--- src/hdl/bpq_pkg.sv ---
// Shared types, constants and command codes of the priority ready-queue scheduler.
// Used by the controller, the datapath, the top level and the port checker.
`timescale 1ns / 1ps
package bpq_pkg;

	localparam int NumTasks  = 64;
	localparam int NumLevels = 256;
	localparam int TaskW     = 6;
	localparam int LinkW     = 7;
	localparam int LevelW    = 8;
	localparam int CountW    = 7;
	localparam int WordW     = 32;
	localparam int NumWords  = NumLevels / WordW;
	localparam int WordIdxW  = 3;
	localparam int BitIdxW   = 5;
	localparam int CntW      = 32;

	// A link of all ones marks the end of a list; any value with the top bit set is not a task.
	localparam logic [LinkW-1:0] NilLink = '1;
	localparam logic [LinkW-1:0] BootId  = 7'd64;

	localparam logic [1:0] KIND_ENQ   = 2'd0;
	localparam logic [1:0] KIND_DEQ   = 2'd1;
	localparam logic [1:0] KIND_SCHED = 2'd2;
	localparam logic [1:0] KIND_TICK  = 2'd3;

	localparam logic CFG_IDLE_TASK = 1'b0;
	localparam logic CFG_IDLE_PRIO = 1'b1;

	localparam logic [4:0] OP_NONE   = 5'd0;
	localparam logic [4:0] OP_LOAD   = 5'd1;
	localparam logic [4:0] OP_IGN    = 5'd2;
	localparam logic [4:0] OP_TOPW   = 5'd3;
	localparam logic [4:0] OP_TOPB   = 5'd4;
	localparam logic [4:0] OP_AP_RD  = 5'd5;
	localparam logic [4:0] OP_AP_WR  = 5'd6;
	localparam logic [4:0] OP_UN_RD  = 5'd7;
	localparam logic [4:0] OP_UN_LV  = 5'd8;
	localparam logic [4:0] OP_UN_WR  = 5'd9;
	localparam logic [4:0] OP_HD_RD  = 5'd10;
	localparam logic [4:0] OP_NX     = 5'd11;
	localparam logic [4:0] OP_IDLEL  = 5'd12;
	localparam logic [4:0] OP_TL_RD  = 5'd13;
	localparam logic [4:0] OP_COMMIT = 5'd14;
	localparam logic [4:0] OP_TK_RD  = 5'd15;
	localparam logic [4:0] OP_TK_WR  = 5'd16;
	localparam logic [4:0] OP_OUT    = 5'd17;

	localparam logic [1:0] TS_IN  = 2'd0;
	localparam logic [1:0] TS_CUR = 2'd1;
	localparam logic [1:0] TS_NXT = 2'd2;

	localparam logic LV_PRIO = 1'b0;
	localparam logic LV_READ = 1'b1;

	typedef struct packed {
		logic [1:0]        kind;
		logic [TaskW-1:0]  task_id;
		logic [LevelW-1:0] task_priority;
		logic              current_exited;
	} item_t;

	typedef struct packed {
		logic [LinkW-1:0]  chosen_task;
		logic              switched;
		logic              resched_needed;
		logic [LevelW-1:0] top_priority;
		logic              status;
	} result_t;

	typedef struct packed {
		logic [4:0] op;
		logic [1:0] tsel;
		logic       lvsel;
	} cmd_t;

	typedef struct packed {
		logic [1:0] kind;
		logic       exited;
		logic       queued_in;
		logic       same;
		logic       old_task;
		logic       old_queued;
		logic       nxt_task;
		logic       nxt_queued;
	} stat_t;

	typedef struct packed {
		logic [TaskW-1:0]  head;
		logic [TaskW-1:0]  tail;
		logic [CountW-1:0] count;
	} lrec_t;

endpackage

--- src/hdl/bpq_ctrl.sv ---
// Controller of the scheduler: sequences enqueue, unlink, schedule and tick steps.
// Depends on bpq_pkg; drives the datapath through cmd_t and reads stat_t.
`timescale 1ns / 1ps
module bpq_ctrl import bpq_pkg::*; (
	input  logic  clk,
	input  logic  arst_n,
	input  logic  start,
	output logic  busy,
	input  stat_t st,
	output cmd_t  cmd
);

	localparam logic [4:0] S_IDLE  = 5'd0;
	localparam logic [4:0] S_DEC   = 5'd1;
	localparam logic [4:0] S_AP_RD = 5'd2;
	localparam logic [4:0] S_AP_WR = 5'd3;
	localparam logic [4:0] S_UN_RD = 5'd4;
	localparam logic [4:0] S_UN_LV = 5'd5;
	localparam logic [4:0] S_UN_WR = 5'd6;
	localparam logic [4:0] S_SC_HD = 5'd7;
	localparam logic [4:0] S_SC_NX = 5'd8;
	localparam logic [4:0] S_SC_CK = 5'd9;
	localparam logic [4:0] S_SC_1  = 5'd10;
	localparam logic [4:0] S_SC_2  = 5'd11;
	localparam logic [4:0] S_SC_3  = 5'd12;
	localparam logic [4:0] S_SC_4  = 5'd13;
	localparam logic [4:0] S_SC_5  = 5'd14;
	localparam logic [4:0] S_TK_RD = 5'd15;
	localparam logic [4:0] S_TK_WR = 5'd16;
	localparam logic [4:0] S_TOP_W = 5'd17;
	localparam logic [4:0] S_TOP_B = 5'd18;
	localparam logic [4:0] S_OUT   = 5'd19;

	logic [4:0] state_q, state_d;
	logic [4:0] ret_q, ret_d;
	logic [1:0] tsel_q, tsel_d;
	logic       lvsel_q, lvsel_d;
	logic       post_top_q, post_top_d;

	assign busy = (state_q != S_IDLE);

	always_comb begin
		state_d    = state_q;
		ret_d      = ret_q;
		tsel_d     = tsel_q;
		lvsel_d    = lvsel_q;
		post_top_d = post_top_q;
		cmd.op     = OP_NONE;
		cmd.tsel   = tsel_q;
		cmd.lvsel  = lvsel_q;
		case (state_q)
			S_IDLE: begin
				if (start) begin
					cmd.op  = OP_LOAD;
					state_d = S_DEC;
				end
			end
			S_DEC: begin
				case (st.kind)
					KIND_ENQ: begin
						if (st.queued_in) begin
							cmd.op  = OP_IGN;
							state_d = S_TOP_W;
						end else begin
							tsel_d  = TS_IN;
							lvsel_d = LV_PRIO;
							ret_d   = S_TOP_W;
							state_d = S_AP_RD;
						end
					end
					KIND_DEQ: begin
						if (!st.queued_in) begin
							cmd.op  = OP_IGN;
							state_d = S_TOP_W;
						end else begin
							tsel_d  = TS_IN;
							ret_d   = S_TOP_W;
							state_d = S_UN_RD;
						end
					end
					KIND_SCHED: begin
						post_top_d = 1'b1;
						state_d    = S_TOP_W;
					end
					default: state_d = S_TK_RD;
				endcase
			end
			S_AP_RD: begin
				cmd.op  = OP_AP_RD;
				state_d = S_AP_WR;
			end
			S_AP_WR: begin
				cmd.op  = OP_AP_WR;
				state_d = ret_q;
			end
			S_UN_RD: begin
				cmd.op  = OP_UN_RD;
				state_d = S_UN_LV;
			end
			S_UN_LV: begin
				cmd.op  = OP_UN_LV;
				state_d = S_UN_WR;
			end
			S_UN_WR: begin
				cmd.op  = OP_UN_WR;
				state_d = ret_q;
			end
			S_SC_HD: begin
				cmd.op  = OP_HD_RD;
				state_d = S_SC_NX;
			end
			S_SC_NX: begin
				cmd.op  = OP_NX;
				state_d = S_SC_CK;
			end
			S_SC_CK: begin
				if (st.same) begin
					state_d = S_TOP_W;
				end else if (st.exited && st.old_task && st.old_queued) begin
					tsel_d  = TS_CUR;
					ret_d   = S_SC_1;
					state_d = S_UN_RD;
				end else begin
					state_d = S_SC_1;
				end
			end
			S_SC_1: begin
				if (st.nxt_task && st.nxt_queued) begin
					tsel_d  = TS_NXT;
					ret_d   = S_SC_2;
					state_d = S_UN_RD;
				end else begin
					state_d = S_SC_2;
				end
			end
			S_SC_2: begin
				cmd.op  = OP_IDLEL;
				state_d = S_SC_3;
			end
			S_SC_3: begin
				cmd.op = OP_TL_RD;
				if (!st.exited && st.old_task && !st.old_queued) begin
					state_d = S_SC_4;
				end else begin
					state_d = S_SC_5;
				end
			end
			S_SC_4: begin
				tsel_d  = TS_CUR;
				lvsel_d = LV_READ;
				ret_d   = S_SC_5;
				state_d = S_AP_RD;
			end
			S_SC_5: begin
				cmd.op  = OP_COMMIT;
				state_d = S_TOP_W;
			end
			S_TK_RD: begin
				cmd.op  = OP_TK_RD;
				state_d = S_TK_WR;
			end
			S_TK_WR: begin
				cmd.op  = OP_TK_WR;
				state_d = S_TOP_W;
			end
			S_TOP_W: begin
				cmd.op  = OP_TOPW;
				state_d = S_TOP_B;
			end
			S_TOP_B: begin
				cmd.op = OP_TOPB;
				if (post_top_q) begin
					post_top_d = 1'b0;
					state_d    = S_SC_HD;
				end else begin
					state_d = S_OUT;
				end
			end
			S_OUT: begin
				cmd.op  = OP_OUT;
				state_d = S_IDLE;
			end
			default: state_d = S_IDLE;
		endcase
	end

	always_ff @(posedge clk or negedge arst_n) begin
		if (!arst_n) begin
			state_q    <= S_IDLE;
			ret_q      <= S_IDLE;
			tsel_q     <= TS_IN;
			lvsel_q    <= LV_PRIO;
			post_top_q <= 1'b0;
		end else begin
			state_q    <= state_d;
			ret_q      <= ret_d;
			tsel_q     <= tsel_d;
			lvsel_q    <= lvsel_d;
			post_top_q <= post_top_d;
		end
	end

endmodule

--- config.mk ---
export PLATFORM = sky130hd
export DESIGN_NAME = bpq_ctrl
export DESIGN_NICKNAME = d
export VERILOG_FILES = /design/src/hdl/bpq_pkg.sv /design/src/hdl/bpq_ctrl.sv
export SDC_FILE = /design/constraint.sdc
export NUM_CORES = 1
export LEC_CHECK = 0
export ABC_AREA = 1
export BUFFER_PORTS_ARGS = -buffer_cell sky130_fd_sc_hd__buf_2
export CAP_MARGIN = 5
export CORE_MARGIN = 2
export CORE_UTILIZATION = 45
export DETAILED_ROUTE_END_ITERATION = 10
export PLACE_DENSITY_LB_ADDON = 0.15
export SLEW_MARGIN = 20
export SYNTH_ARGS = -nofsm -noshare
export SYNTH_HDL_FRONTEND = slang
export SYNTH_SLANG_ARGS = --single-unit
export TNS_END_PERCENT = 100
--- constraint.sdc ---
create_clock -name clk -period 1.4 [get_ports clk]
set_input_delay 0.35 -clock clk [delete_from_list [all_inputs] [get_ports clk]]
set_output_delay 0.35 -clock clk [all_outputs]
set_load 0.05 [all_outputs]
---- Word-level counts from Yosys, hierarchy flattened ----
Cells that the tools add are included.
word-level totals
  input port bits ......................... 12
  register bits after elaboration ......... 14
  logic and storage cells ................. 88
cells by class
  reductions and logical operators ........ 18
  equal/unequal tests ..................... 31
  mux-type cells .......................... 34
operators with widths
  kind                  number
  $pmux W5 S17          2
  $mux W5               10
  $eq A5 B4 Y1 const B  8
  $eq A5 B3 Y1 const B  4
  $eq A5 B5 Y1 const B  4
  $pmux W5 S4           1
  $mux W2               8
  $pmux W5 S3           1
  $eq A5 B2 Y1 const B  2
  $ne A2 B2 Y1 const B  5
  $pmux W5 S2           1
  $mux W4               2
  $pmux W2 S2           2
  $pmux W2 S4           1
  $reduce_and A7 Y1     1
  $ne A3 B3 Y1 const B  2
  $eq A5 B1 Y1 const B  1
  $logic_and A1 B1 Y1   5
  $logic_not A5 Y1      1
  $reduce_bool A5 Y1    1
  $mux W1               4
  $ne A2 B1 Y1 const B  2
  $pmux W1 S2           2
  $reduce_bool A2 Y1    2
  9 further kinds       11

---- Logic depth before layout (Yosys ltp) ----
Gate-level depths: netlist of the first run.
  depth after elaboration ................. 5
  gate-level depth with buffers ........... 11
  mapped depth without buffers ............ 11

---- Least setup slack after synthesis of the first run ----
OpenSTA, ideal clock, no wires.
  path kind ............................... register to output
  start point ............................. reg state_q[2]
  end point ............................... out cmd[7] (netlist name)
  required time ........................... 1.050 ns
  arrival time ............................ 1.928 ns
  buffers on the path ..................... 0
  cell stages (with the launch flop) ...... 4
  path slack .............................. -0.878 ns
  path through ............................ dfrtp_1 > nor2_4 > inv_1 > o31ai_1
RTL lines
  what                    line             text
  start, declared         bpq_ctrl.sv:34   logic [4:0] state_q, state_d;
  start signal, assigned  bpq_ctrl.sv:195  state_q <= state_d;
  end, declared           bpq_ctrl.sv:10   output cmd_t cmd

==> flow_summary.json, run 1 <==
{
  "status": "complete, but fails checks",
  "violations": "negative setup slack",
  "place.gp.congestion": 0.906,
  "fin_util": 0.876,
  "maxSlewViolCount": 0,
  "cp.required_ns": 1.05,
  "fin_nets": 253,
  "r2r_slack_ns": -0.33,
  "numClockSinks": 13,
  "drcViolationCount": 0,
  "drv_cap": 0,
  "io_buffer_count": 20,
  "setup_violations": 19,
  "synth_top_area_frac": 0.302,
  "synthCells": 170,
  "power.density_nw_per_um2": 2220,
  "critPathMaxStageDelay_ns": 0.45,
  "wl_per_cell_um": 15.9,
  "root_buffer": "clkbuf_4",
  "drive_above_1_share": 0.592,
  "viasPerCell": 5.53,
  "dp_cells": 254,
  "ant_nets": 0,
  "overflow": 0,
  "chipWidth_um": 52.9,
  "worst_slack_ns": -0.598,
  "drt-total-wl_um": 4260,
  "core_area_sq_um": 2230,
  "antenna_cells": 0,
  "path_cells": "nand2_1 -> nor2_4 -> nand2_2 -> nand2_2 -> nor2_1 -> o211ai_1 -> buf_4",
  "io_pins": 21,
  "min_period_ns": 2.00,
  "p_leak_uw": 0.00100,
  "yosys_warnings": 0,
  "area_delta_synth_final_pct": 81.9,
  "dp_slack_ns": -0.330,
  "yosys.area.top_type": "dfrtp_1",
  "avgSynthCellArea_sq_um": 6.33,
  "synth_fp_nets": 182,
  "path_max_fanout": 5,
  "fin_cells": 268,
  "gr-usage-all-layers": 0.320,
  "seq_area_frac_synth": 0.302,
  "hold_violations": 0,
  "startpoint_type": "flop",
  "fillers": 124,
  "die_h_um": 52.9,
  "clk_pin_slew_ns": 0.08,
  "path_class": "reg2out",
  "ys_top_cells_by_area": "dfrtp_1 (30%), nand2_1 (20%), nand3_1 (8.4%), inv_1 (7.0%), nor2_1 (6.3%)",
  "relSlewSlack": 0.670,
  "hp-class": "in2reg",
  "reg2reg_from": "state_q[1]",
  "firstDrtPassIters": 5,
  "die_area_sq_um": 2800,
  "critical_path.most_common_cell": "nand2_2",
  "grt_pass1_wl_um": 6440,
  "syn_area_sq_um": 1080,
  "whs_endpoint": "state_q[4]",
  "synth_cell_types": 27,
  "tightest_slew_ns": 0.489,
  "cts_tree": "done",
  "ys_ff_latch": 13,
  "htree_levels": 1,
  "grt_max_degree": 14,
  "clock_latency_ns": 0.28,
  "core.rowCount": 17,
  "grt_pass1_vias": 1410,
  "skew_ns": 0.000768,
  "initial_utilization": 0.482,
  "rr_endpoint": "ret_q[3]",
  "drt_iter0_markers": 48,
  "crit_slowest_cell": "dfrtp_2",
  "irDropWorstVdd_mv": 1.67,
  "antenna_found_initial": 0,
  "holdPathStages": 3,
  "fin_crit_sh": 1.43,
  "crit_arrival_ns": 1.65,
  "fmax_ghz": 0.500,
  "min_from": "st[4]",
  "clock_path_buffers": 2,
  "num_vias": 1483,
  "cts_buffers": 3,
  "rr_worst_depth": 9,
  "hpwl_um": 2930,
  "total_power_uw": 4350,
  "rsz0062_at_grt": "yes",
  "cp-end-kind": "primary output"
}
==> worst max-delay path, delay by kind of cell, from the launching register on <==
family	cells	cell delay (ns)
buffers and inverters	1	0.22
DFF	1	0.45
and+or+nand+nor	5	0.61
AOI/OAI and AO/OA	1	0.09
==> cell usage after synthesis <==
cell type,instances
a31oi_1,1
o31ai_1,1
nand2_1,56
o21ai_1,1
nand2_2,4
inv_2,3
o2111ai_1,1
nor3_4,1
a21oi_1,6
buf_6,1
dfrtp_1,13
o211ai_1,3
nor2_2,3
nand4_2,1
nor3_1,2
nand4_1,2
or2_0,1
o21ai_0,6
buf_4,1
a21boi_0,1
nand3b_1,1
nor2_4,3
nor3b_1,1
inv_1,20
nand3_2,1
nand3_1,18
nor2_1,18
==> cell families (layout without fill, tap and decap cells) <==
logic type	count (synthesis)	count (layout)	synth area share
DFF	13	13	0.302
buffers and inverters	25	95	0.0977
AOI/OAI and AO/OA	20	20	0.109
and+or+nand+nor	112	112	0.491
==> worst max path at each step <==
stage,from,end,slack [ns],depth (start not counted)
global route,state_q[0],cmd[6],-0.63,7
global placement,state_q[2],cmd[4],-0.31,7
floorplan,state_q[3],cmd[6],-0.47,5
finish,state_q[0],cmd[6],-0.60,7
detailed placement,state_q[3],cmd[4],-0.33,6
CTS,state_q[3],cmd[5],-0.52,8
==> state kept, by name, indices dropped and copies added, names as in the netlist <==
signal,flops
ret_q,4
state_q,5
tsel_q,2
post_top_q,1
lvsel_q,1
==> cell usage in the layout, fill, tap and decap left out, drive strengths merged <==
cell type,n
buf,67
nand2,60
nor2,24
inv,22
nand3,19
dfrtp,13
o21ai,7
a21oi,6
clkbuf,4
o211ai,3
nor3,3
nand4,3
o31ai,1
o2111ai,1
clkinv,1
a21boi,1
nand3b,1
nor3b,1
or2,1
a31oi,1
dlygate4sd3,1
==> layout make-up <==
cell class / instances / area [sq um] / area share
Inverter: 23 / 104 / 0.0531
Timing Repair Buffer: 68 / 531 / 0.271
Clock buffer: 4 / 26.3 / 0.0134
Tap cell: 28 / 35.0 / 0.0179
Sequential cell: 13 / 332 / 0.169
Multi-Input combinational cell: 132 / 930 / 0.475
==> power breakdown <==
group / internal [uW] / switching (uW) / leakage, uW
combinational: 1380 / 1980 / 0.000828
clock: 111 / 131 / 0.0000150
sequential: 551 / 201 / 0.000159
total: 2040 / 2310 / 0.00100
==> routing by layer <==
metal | wire length, um | part of all wire | up-vias | track usage
met1 | 1600 | 0.38 | 706 | 0.375
li1 | - | - | 690 | -
met4 | 94 | 0.022 | 0 | 0.0983
met5 | 0 | 0 | - | 0
met3 | 286 | 0.067 | 17 | 0.0452
met2 | 2280 | 0.54 | 70 | 0.594
==> through the flow <==
step,hold slack (ns),setup TNS [ns],instance area [sq um]
6_report,0.419,-5.70,1960
5_1_grt,0.437,-7.01,1960
4_1_cts,0.381,-4.68,1820
3_5_place_dp,0.251,-4.18,1550
3_3_place_gp,0.250,-3.36,1550
2_1_floorplan,0.0544,-1.65,1150
==> timing repair <==
item                                   in CTS  in global routing
pin swaps                                  16                  8
setup endpoints to repair                  19                 19
resized for setup                          57                 30
buffers inserted                            6                  4
endpoints found under the hold margin      13                  0
hold buffers                                1                  0
Note: power is estimated with default switching activity, not from simulation.
==> inputs of run 2 (changes only) <==
--- a/config.mk
+++ b/config.mk
@@ -6,11 +6,11 @@
 export NUM_CORES = 1
 export LEC_CHECK = 0
 export ABC_AREA = 1
-export BUFFER_PORTS_ARGS = -buffer_cell sky130_fd_sc_hd__buf_2
 export CAP_MARGIN = 5
 export CORE_MARGIN = 2
 export CORE_UTILIZATION = 45
 export DETAILED_ROUTE_END_ITERATION = 10
+export DONT_BUFFER_PORTS = 1
 export PLACE_DENSITY_LB_ADDON = 0.15
 export SLEW_MARGIN = 20
 export SYNTH_ARGS = -nofsm -noshare
==> run 2 against run 1 <==
Against the previous run: the flow still finishes with violations (negative setup slack); largest cell class unchanged; critical path depth is 1 lower; non-clock buffer count is 15 lower; utilization is 5.0 points lower; die area stayed put; flip-flop and latch count stayed put; critical path type unchanged.
==> flow_summary.json, run 2 (synthesis gave the netlist of run 1 again) <==
{
  "path_cells": "nor2_4 -> nand2_4 -> nor2_2 -> a21oi_1 -> buf_4 -> o2111ai_4",
  "dp_slack_ns": -0.336,
  "min_period_ns": 1.97,
  "rr_worst_depth": 11,
  "cts_tree": "done",
  "crit_arrival_ns": 1.62,
  "antenna_found_initial": 0,
  "antenna_cells": 0,
  "viasPerCell": 5.39,
  "core_area_sq_um": 2230,
  "path_class": "reg2out",
  "area_delta_synth_final_pct": 71.5,
  "reg2reg_from": "state_q[1]",
  "drv_cap": 0,
  "cts_buffers": 3,
  "final_common_cell": "buf_4",
  "fin_nets": 238,
  "setup_violations": 19,
  "initial_utilization": 0.482,
  "io_buffer_count": 0,
  "crit_slowest_cell": "dfrtp_2",
  "tightest_slew_ns": 0.568,
  "min_from": "st[8]",
  "r2r_slack_ns": -0.20,
  "reg.largest.list": "state_q x5, ret_q x4, tsel_q x2",
  "fin_cells": 253,
  "core.rowCount": 17,
  "fin_crit_sh": 1.41,
  "drcViolationCount": 0,
  "maxSlewViolCount": 0,
  "root_buffer": "clkbuf_4",
  "overflow": 0,
  "skew_ns": 0.00539,
  "firstDrtPassIters": 4,
  "hold_violations": 0,
  "rsz0062_at_grt": "yes",
  "holdPathStages": 2,
  "status": "complete, but fails checks",
  "fin_util": 0.826,
  "clk_pin_slew_ns": 0.07,
  "whs_endpoint": "post_top_q",
  "worst_slack_ns": -0.573,
  "hold_ws_ns": 0.253,
  "wl_per_cell_um": 15.2,
  "fillers": 140,
  "htree_levels": 1,
  "layout_common_cells": "buf_4 (43), nand2_1 (36), nand2_2 (17)",
  "path_max_fanout": 6,
  "clock_path_buffers": 2,
  "gr-usage-all-layers": 0.292,
  "regArea_sq_um": 332,
  "dp_cells": 237,
  "hpwl_um": 2740,
  "fmax_ghz": 0.507,
  "multi_input_area_sq_um": 915,
  "ant_nets": 0,
  "p_leak_uw": 0.000957,
  "setup_tns_ns": -5.05,
  "grt_pass1_vias": 1337,
  "grt_pass1_wl_um": 5920,
  "relSlewSlack": 0.620,
  "chipWidth_um": 52.9,
  "io_pins": 21,
  "top_register": "state_q",
  "hp-class": "in2reg",
  "irDropWorstVdd_mv": 1.75,
  "drive_above_1_share": 0.569,
  "num_vias": 1363,
  "startpoint_type": "flop",
  "drt-total-wl_um": 3850,
  "grt_max_degree": 14,
  "critPathMaxStageDelay_ns": 0.49,
  "power.density_nw_per_um2": 2240,
  "clock_latency_ns": 0.27,
  "die_area_sq_um": 2800,
  "numClockSinks": 13,
  "cp-end-kind": "primary output",
  "cp.required_ns": 1.05,
  "place.gp.congestion": 0.994,
  "rr_endpoint": "state_q[2]",
  "die_h_um": 52.9,
  "largest_reg_flops": 5,
  "violations": "negative setup slack",
  "drt_iter0_markers": 48
}
-- run 2: per-stage QoR --
step	instance area (sq um)	power (uW)
final	1850	4140
after global routing	1850	4380
after CTS	1650	3710
after detailed placement	1490	3240
after global placement	1490	3230
after floorplan	1150	2420
-- run 2: cell type report --
type / instances / share of cell area
Clock buffer: 4 / 0.0142
Inverter: 23 / 0.0495
Multi-Input combinational cell: 132 / 0.496
Sequential cell: 13 / 0.180
Tap cell: 28 / 0.0190
Timing Repair Buffer: 53 / 0.242
-- run 2: what timing repair did --
item / CTS / global route
gates resized for setup: 30 / 41
cloned: 0 / 0
hold buffers: 1 / 0
buffers inserted: 5 / 10
setup endpoints to repair: 19 / 19
endpoints found under the hold margin: 13 / 0
pin swaps: 11 / 20
-- run 2: worst max-delay path by stage --
stage                           from     end  slack [ns]  cells past startpoint
after floorplan           state_q[3]  cmd[6]       -0.47                      5
after global placement    state_q[0]  cmd[5]       -0.33                      7
final                     state_q[1]  cmd[4]       -0.57                      6
after detailed placement  state_q[0]  cmd[5]       -0.34                      7
after global routing      state_q[1]  cmd[6]       -0.62                      7
after CTS                 state_q[1]  cmd[4]       -0.53                      4
-- run 2: metal layers --
| layer | vias up | wire [um] | GRT usage |
|---|---|---|---|
| li1 | 663 | - | - |
| met4 | 0 | 82 | 0.0983 |
| met1 | 641 | 1560 | 0.358 |
| met2 | 49 | 2020 | 0.533 |
| met5 | - | 0 | 0 |
| met3 | 10 | 194 | 0.0254 |
-- run 2: power breakdown --
part | switching, uW | internal (uW)
combinational | 1810 | 1240
sequential | 319 | 549
clock | 108 | 110
total | 2240 | 1900
-- run 2: worst max-delay path, delay by kind of cell, from the launching register on --
kind            cells  cell delay [ns]
flops               1             0.49
simple gates        3             0.43
compound gates      2             0.27
buf+inv             1             0.16
